### config.mk
export PLATFORM = sky130hd
export DESIGN_NAME = swcfl_ctrl
export DESIGN_NICKNAME = d
export VERILOG_FILES = /design/src/hdl/swcfl_pkg.sv /design/src/hdl/swcfl_ctrl.sv
export SDC_FILE = /design/constraint.sdc
export NUM_CORES = 1
export LEC_CHECK = 0
export BUFFER_PORTS_ARGS = -buffer_cell sky130_fd_sc_hd__buf_2
export CAP_MARGIN = 20
export CORE_AREA = 5 5 42 44
export CTS_CLUSTER_DIAMETER = 60
export DETAILED_ROUTE_END_ITERATION = 10
export DIE_AREA = 0 0 47 49
export PLACE_DENSITY = 0.54
export SLEW_MARGIN = 20
export SYNTH_ARGS = -nofsm -noshare
export SYNTH_HDL_FRONTEND = slang
export SYNTH_SLANG_ARGS = --single-unit
### constraint.sdc
create_clock -name clk -period 2.9 [get_ports clk]
set_clock_uncertainty 0.05 [all_clocks]
set_input_delay 0.145 -clock clk [delete_from_list [all_inputs] [get_ports clk]]
set_output_delay 0.145 -clock clk [all_outputs]
set_load 0.01 [all_outputs]
### src/hdl/swcfl_pkg.sv
// ----------------------------------------------------------------------------
// swcfl_pkg: shared types and constants for the cfl time step block
// holds the register indexes, the controller command set and the datapath status
// ----------------------------------------------------------------------------
package swcfl_pkg;

  // configuration register indexes
  localparam logic [1:0] REG_GRAVITY = 2'd0;
  localparam logic [1:0] REG_INV_DX  = 2'd1;
  localparam logic [1:0] REG_INV_DY  = 2'd2;

  localparam logic [31:0] GRAVITY_RESET = 32'd642689;
  localparam logic [31:0] INV_DX_RESET  = 32'd65536;
  localparam logic [31:0] INV_DY_RESET  = 32'd65536;

  // datapath operations
  typedef enum logic [3:0] {
    OP_NONE,
    OP_LOAD,      // capture the cell and form g*h and the momentum magnitudes
    OP_SQRT_INIT,
    OP_SQRT_STEP,
    OP_DIV_U_INIT,
    OP_DIV_STEP,
    OP_DIV_V_INIT,
    OP_SPEED,     // add celerity and update the running maxima
    OP_MUL,       // form the two denominator products
    OP_DEN,       // add them
    OP_DIV_T_INIT,
    OP_RESULT     // register the result and clear the maxima
  } op_t;

  typedef struct packed {
    op_t  op;
    logic save_u;  // take the quotient as u
    logic save_v;  // take the quotient as v
  } cmd_t;

  typedef struct packed {
    logic zero_height;
    logic last;
    logic iter_done;
  } stat_t;

endpackage

### src/hdl/swcfl_ctrl.sv
// ----------------------------------------------------------------------------
// swcfl_ctrl: controller for the cfl time step block
// sequences the square root and the divisions per cell, and the time step after the last cell
// ----------------------------------------------------------------------------
module swcfl_ctrl (
  input  logic              clk,
  input  logic              rst,
  input  logic              in_valid,
  output logic              in_stall,
  input  logic              out_busy,
  input  swcfl_pkg::stat_t  stat,
  output swcfl_pkg::cmd_t   cmd
);
  import swcfl_pkg::*;

  localparam logic [3:0] S_IDLE   = 4'd0;
  localparam logic [3:0] S_CHECK  = 4'd1;
  localparam logic [3:0] S_SQRT   = 4'd2;
  localparam logic [3:0] S_DIVU   = 4'd3;
  localparam logic [3:0] S_DIVV0  = 4'd4;
  localparam logic [3:0] S_DIVV   = 4'd5;
  localparam logic [3:0] S_SPEED  = 4'd6;
  localparam logic [3:0] S_LAST   = 4'd7;
  localparam logic [3:0] S_MUL    = 4'd8;
  localparam logic [3:0] S_DEN    = 4'd9;
  localparam logic [3:0] S_DIVT0  = 4'd10;
  localparam logic [3:0] S_DIVT   = 4'd11;
  localparam logic [3:0] S_OUT    = 4'd12;
  localparam logic [3:0] S_SQRT0  = 4'd13;

  logic [3:0] state, state_next;

  assign in_stall = (state != S_IDLE);

  // next state and command
  always_comb begin
    state_next  = state;
    cmd.op      = OP_NONE;
    cmd.save_u  = 1'b0;
    cmd.save_v  = 1'b0;
    unique case (state)
      S_IDLE: begin
        if (in_valid) begin
          cmd.op     = OP_LOAD;
          state_next = S_CHECK;
        end
      end
      S_CHECK: begin
        if (stat.zero_height) state_next = S_LAST;
        else state_next = S_SQRT0;
      end
      S_SQRT0: begin
        cmd.op     = OP_SQRT_INIT;
        state_next = S_SQRT;
      end
      S_SQRT: begin
        cmd.op = OP_SQRT_STEP;
        if (stat.iter_done) state_next = S_DIVU;
      end
      S_DIVU: begin
        cmd.op     = OP_DIV_U_INIT;
        state_next = S_DIVV0;
      end
      S_DIVV0: begin
        cmd.op = OP_DIV_STEP;
        if (stat.iter_done) begin
          cmd.save_u = 1'b1;
          state_next = S_DIVV;
        end
      end
      S_DIVV: begin
        cmd.op     = OP_DIV_V_INIT;
        state_next = S_SPEED;
      end
      S_SPEED: begin
        cmd.op = OP_DIV_STEP;
        if (stat.iter_done) begin
          cmd.save_v = 1'b1;
          state_next = S_LAST;
        end
      end
      S_LAST: begin
        // speed is formed after v lands
        if (stat.zero_height) begin
          state_next = stat.last ? S_MUL : S_IDLE;
        end else begin
          cmd.op     = OP_SPEED;
          state_next = stat.last ? S_MUL : S_IDLE;
        end
      end
      S_MUL: begin
        if (!out_busy) begin
          cmd.op     = OP_MUL;
          state_next = S_DEN;
        end
      end
      S_DEN: begin
        cmd.op     = OP_DEN;
        state_next = S_DIVT0;
      end
      S_DIVT0: begin
        cmd.op     = OP_DIV_T_INIT;
        state_next = S_DIVT;
      end
      S_DIVT: begin
        cmd.op = OP_DIV_STEP;
        if (stat.iter_done) state_next = S_OUT;
      end
      S_OUT: begin
        cmd.op     = OP_RESULT;
        state_next = S_IDLE;
      end
      default: state_next = S_IDLE;
    endcase
  end

  always_ff @(posedge clk) begin
    if (rst) state <= S_IDLE;
    else state <= state_next;
  end

endmodule

==> summary.md <==
| Metric | Value |
|---|---|
| Worst setup timing slack at the placement stage | `1.40 ns` |
| Part of the power in the clock network | `12.4%` |
| Average cell area after synthesis | `6.74 um2` |
| Worst slew pin tran | `0.575 ns` |
| RR Endpoint | `state[1]` |
| Worst setup slack after layout | `1.14 ns` |
| Cell-internal power | `281 uW` |
| Share of the synthesized area in compound gates (AO/OA/AOI/OAI) | `34.2%` |
| Number of optimization iterations in the first detailed-route pass | `4` |
| Slack of the worst reg-to-reg path | `1.47 ns` |
| Crit path DAT | `1.56 ns` |
| Highest Clock Rate | `568 MHz` |
| Critical path fanouts, max | `18` |
| Number of DRC markers in iteration 0 | `4` |
| Mux contribution to synthesized area | `4.64%` |
| Synthesis-to-finish area growth | `17.1%` |
| Critical register-to-register path startpoint | `state[3]` |
| Area contributors post-synth | `dfxtp_1 19%, nor2_1 7.8%, nand2b_1 7.2%, o21ai_0 7.0%, nor3_1 5.8%` |
| Register clock-pin slew on the reported worst setup and hold paths | `0.04 ns` |
| Core Footprint | `1400 um2` |
| Final period util | `60.7%` |
| Buf+Inv Stages, Crit Path | `1` |
| Kind of critical path | `register to output port` |
| Unrepaired setup endpoints after global routing | `false` |
| Number of antenna repair diodes | `0` |
| TNS Setup | `0 ns` |
| Via count of the first global-routing pass | `395` |
| Largest family of logic cells by synthesized area | `compound AO/OA/AOI/OAI gates` |
| Pins over their slew limit | `0` |
| Worst voltage drop across the vdd grid | `417 uV` |
| Final Wtd Congestion | `0.743` |
| Largest register FFs | `4` |
| Crit path max-delay cell type | `dfxtp_1` |
| Cts hold-fix bufs | `0` |
| Area share of and/or/nand/nor cells after synthesis | `32.2%` |
| CTS buffer count | `3` |
| Largest net degree at the start of global routing | `19` |
| Length in cells of the worst reg-to-reg path | `4` |
| Final setup vio count | `0` |
| Layout Utilization | `36.1%` |
| Area of the die | `2300 um2` |
| Count of endpoints failing hold in the final timing report | `0` |
| HPWL reported at the end of detailed placement | `779 um` |
| Antenna violations before repair | `0` |
| Most frequent cell after synthesis | `nor2_1` |
| Max Root-Sink Buffers | `2` |
| Post-layout instance count excluding filler cells | `91` |
| Wire length after detailed routing | `1.06 mm` |
| Required time reported for the critical path endpoint | `2.71 ns` |
| Switching Share | `48.6%` |
| Sequential fraction of design power | `30.1%` |
| Stages on worst setup path | `5` |
| Die Width | `47 um` |
| Number of enable-type register cells in the synthesized netlist | `0` |
| Total vias in the final route | `469` |
| Wire length of the first global-routing pass | `1.66 mm` |
| Synthesized-area fraction occupied by adder cells | `0%` |
| Clock tree from TritonCTS | `yes` |
| Fraction of synthesized cell area in xor and xnor cells | `0%` |
| DRT antenna net count | `0` |
| Die Span Y | `49 um` |
| Clk_lat worst skew | `0.23 ns` |
| Flops & latches, synth | `4` |
| Cells along the critical path | `o21ai_0 > a22o_1 > nand2_1 > o21ai_1 > buf_2` |
| Setup fix buffers added after clock tree synthesis | `0` |
| Num rows | `14` |
| Async set or reset register ratio after synthesis | `0%` |
| Synth Cell Area | `432 um2` |
| Power Density | `1080 nW/um2` |
| Class of the worst hold path | `input port to register` |
| Effective utilization at floorplan | `30.8%` |
| Top cell types by occurrence after synthesis | `9 x nor2_1, 6 x nand2_1, 6 x o21ai_0, 5 x nand2b_1, 5 x nor3_1` |
| Total number of nets in the final design | `84` |
| Top Ports | `14` |
| Buffers on Ports | `13` |
| Slowest cell delay on critical path | `0.68 ns` |
| PostCTS Resize Cnt | `0` |
| Drt drc | `0` |
| Worst max-slew margin expressed relative to the limit | `61.6%` |
| Final routed wire length divided by cell count | `11.7 um` |
| H-tree levels | `1` |
| Leftover overflow at the end of global routing | `0` |
| Ys Warns | `0` |
| Net count after synthesis | `71` |
| Library cell used as clock root buffer | `clkbuf_4` |
| Post-synth top area cell | `dfxtp_1` |
| Critical path origin | `state[3]` |
| Top cell family by delay on the critical path | `flip-flops` |
| Switching power total | `266 uW` |
| Comb power frac | `57.5%` |
| Seq/Total Area, Yosys | `18.6%` |
| Post-synthesis cell count | `64` |
| Last element of the critical path | `cmd[3]` |
| Vias per inst | `5.15` |
| Most used DFF post-synth | `dfxtp_1` |
| Number of placed instances with taps included | `88` |
| Startpoint class of the critical path | `register` |
| Most flops, register | `state` |
| Sink count of the clock tree | `4` |
| Distinct cell type count after synthesis | `26` |
| Type of destination of the critical path | `output port` |
| Cell count of the worst hold path | `2` |
| Final min period | `1.76 ns` |
| Share of the synthesized area in the top cell type | `18.6%` |
| Top Registers | `state x4` |
| Outcome | `finished, final reports clean` |
| Layout cell share with drive strength beyond 1 | `26.7%` |
| Leakage Power | `0.213 nW` |
| Number of violations of the max-capacitance limit | `0` |
| Overall Global Routing Usage | `9.35%` |
[area by class of cell]
class                   count  area, um2
repair buffers             13       65.1
fillers                   160        896
clock buffers               3       22.5
inverters                   3       11.3
multi-input cells          52        307
well taps                  16       20.0
flip-flops and latches      4       80.1
[metal layers]
metal	vias up	part of all wire (%)	track usage, %
met5	-	0	0
met4	0	0	2.76
met3	0	4.8	2.21
li1	251	-	-
met1	209	50	13.3
met2	9	45	13.6
[power groups by stage]
stage	clock, mW	sequential, mW	combinational [mW]
after floorplan	0	0.0969	0.316
after global placement	0	0.163	0.317
after detailed placement	0	0.164	0.318
after CTS	0.0705	0.163	0.319
after global routing	0.0750	0.174	0.354
final	0.0682	0.165	0.315
[how the worst min path moves through the flow]
stage                     startpoint        to  slack (ns)
after floorplan                  rst  state[3]        0.16
after global placement           rst  state[3]        0.35
after detailed placement         rst  state[3]        0.35
after CTS                        rst  state[3]        0.10
after global routing             rst  state[3]        0.11
final                            rst  state[3]        0.11
[cell usage in the layout (no fill, tap or decap), types with 2 or more instances in the layout]
cell,synthesis,layout
inv_1,2,2
nand2b_1,5,5
nor3_1,5,5
o211ai_1,3,3
nand2_1,6,6
mux2i_1,2,2
o21ai_0,6,6
dfxtp_1,4,4
clkbuf_4,0,3
nor2_1,9,9
a21oi_1,4,4
buf_2,3,13
[kinds of logic (layout without fill, tap and decap cells)]
logic type             Yosys count  after routing
AOI/OAI and AO/OA               21             21
buffers and inverters            8             19
DFF                              4              4
muxes                            2              2
and+or+nand+nor                 29             29
[per-stage QoR]
step	total power [mW]	hold WS, ns	area [um2]
after CTS	0.553	0.102	505
after global routing	0.603	0.110	505
after floorplan	0.413	0.164	432
after detailed placement	0.483	0.349	483
after global placement	0.480	0.354	483
final	0.548	0.106	505
Note: power is estimated with default switching activity, not from simulation.
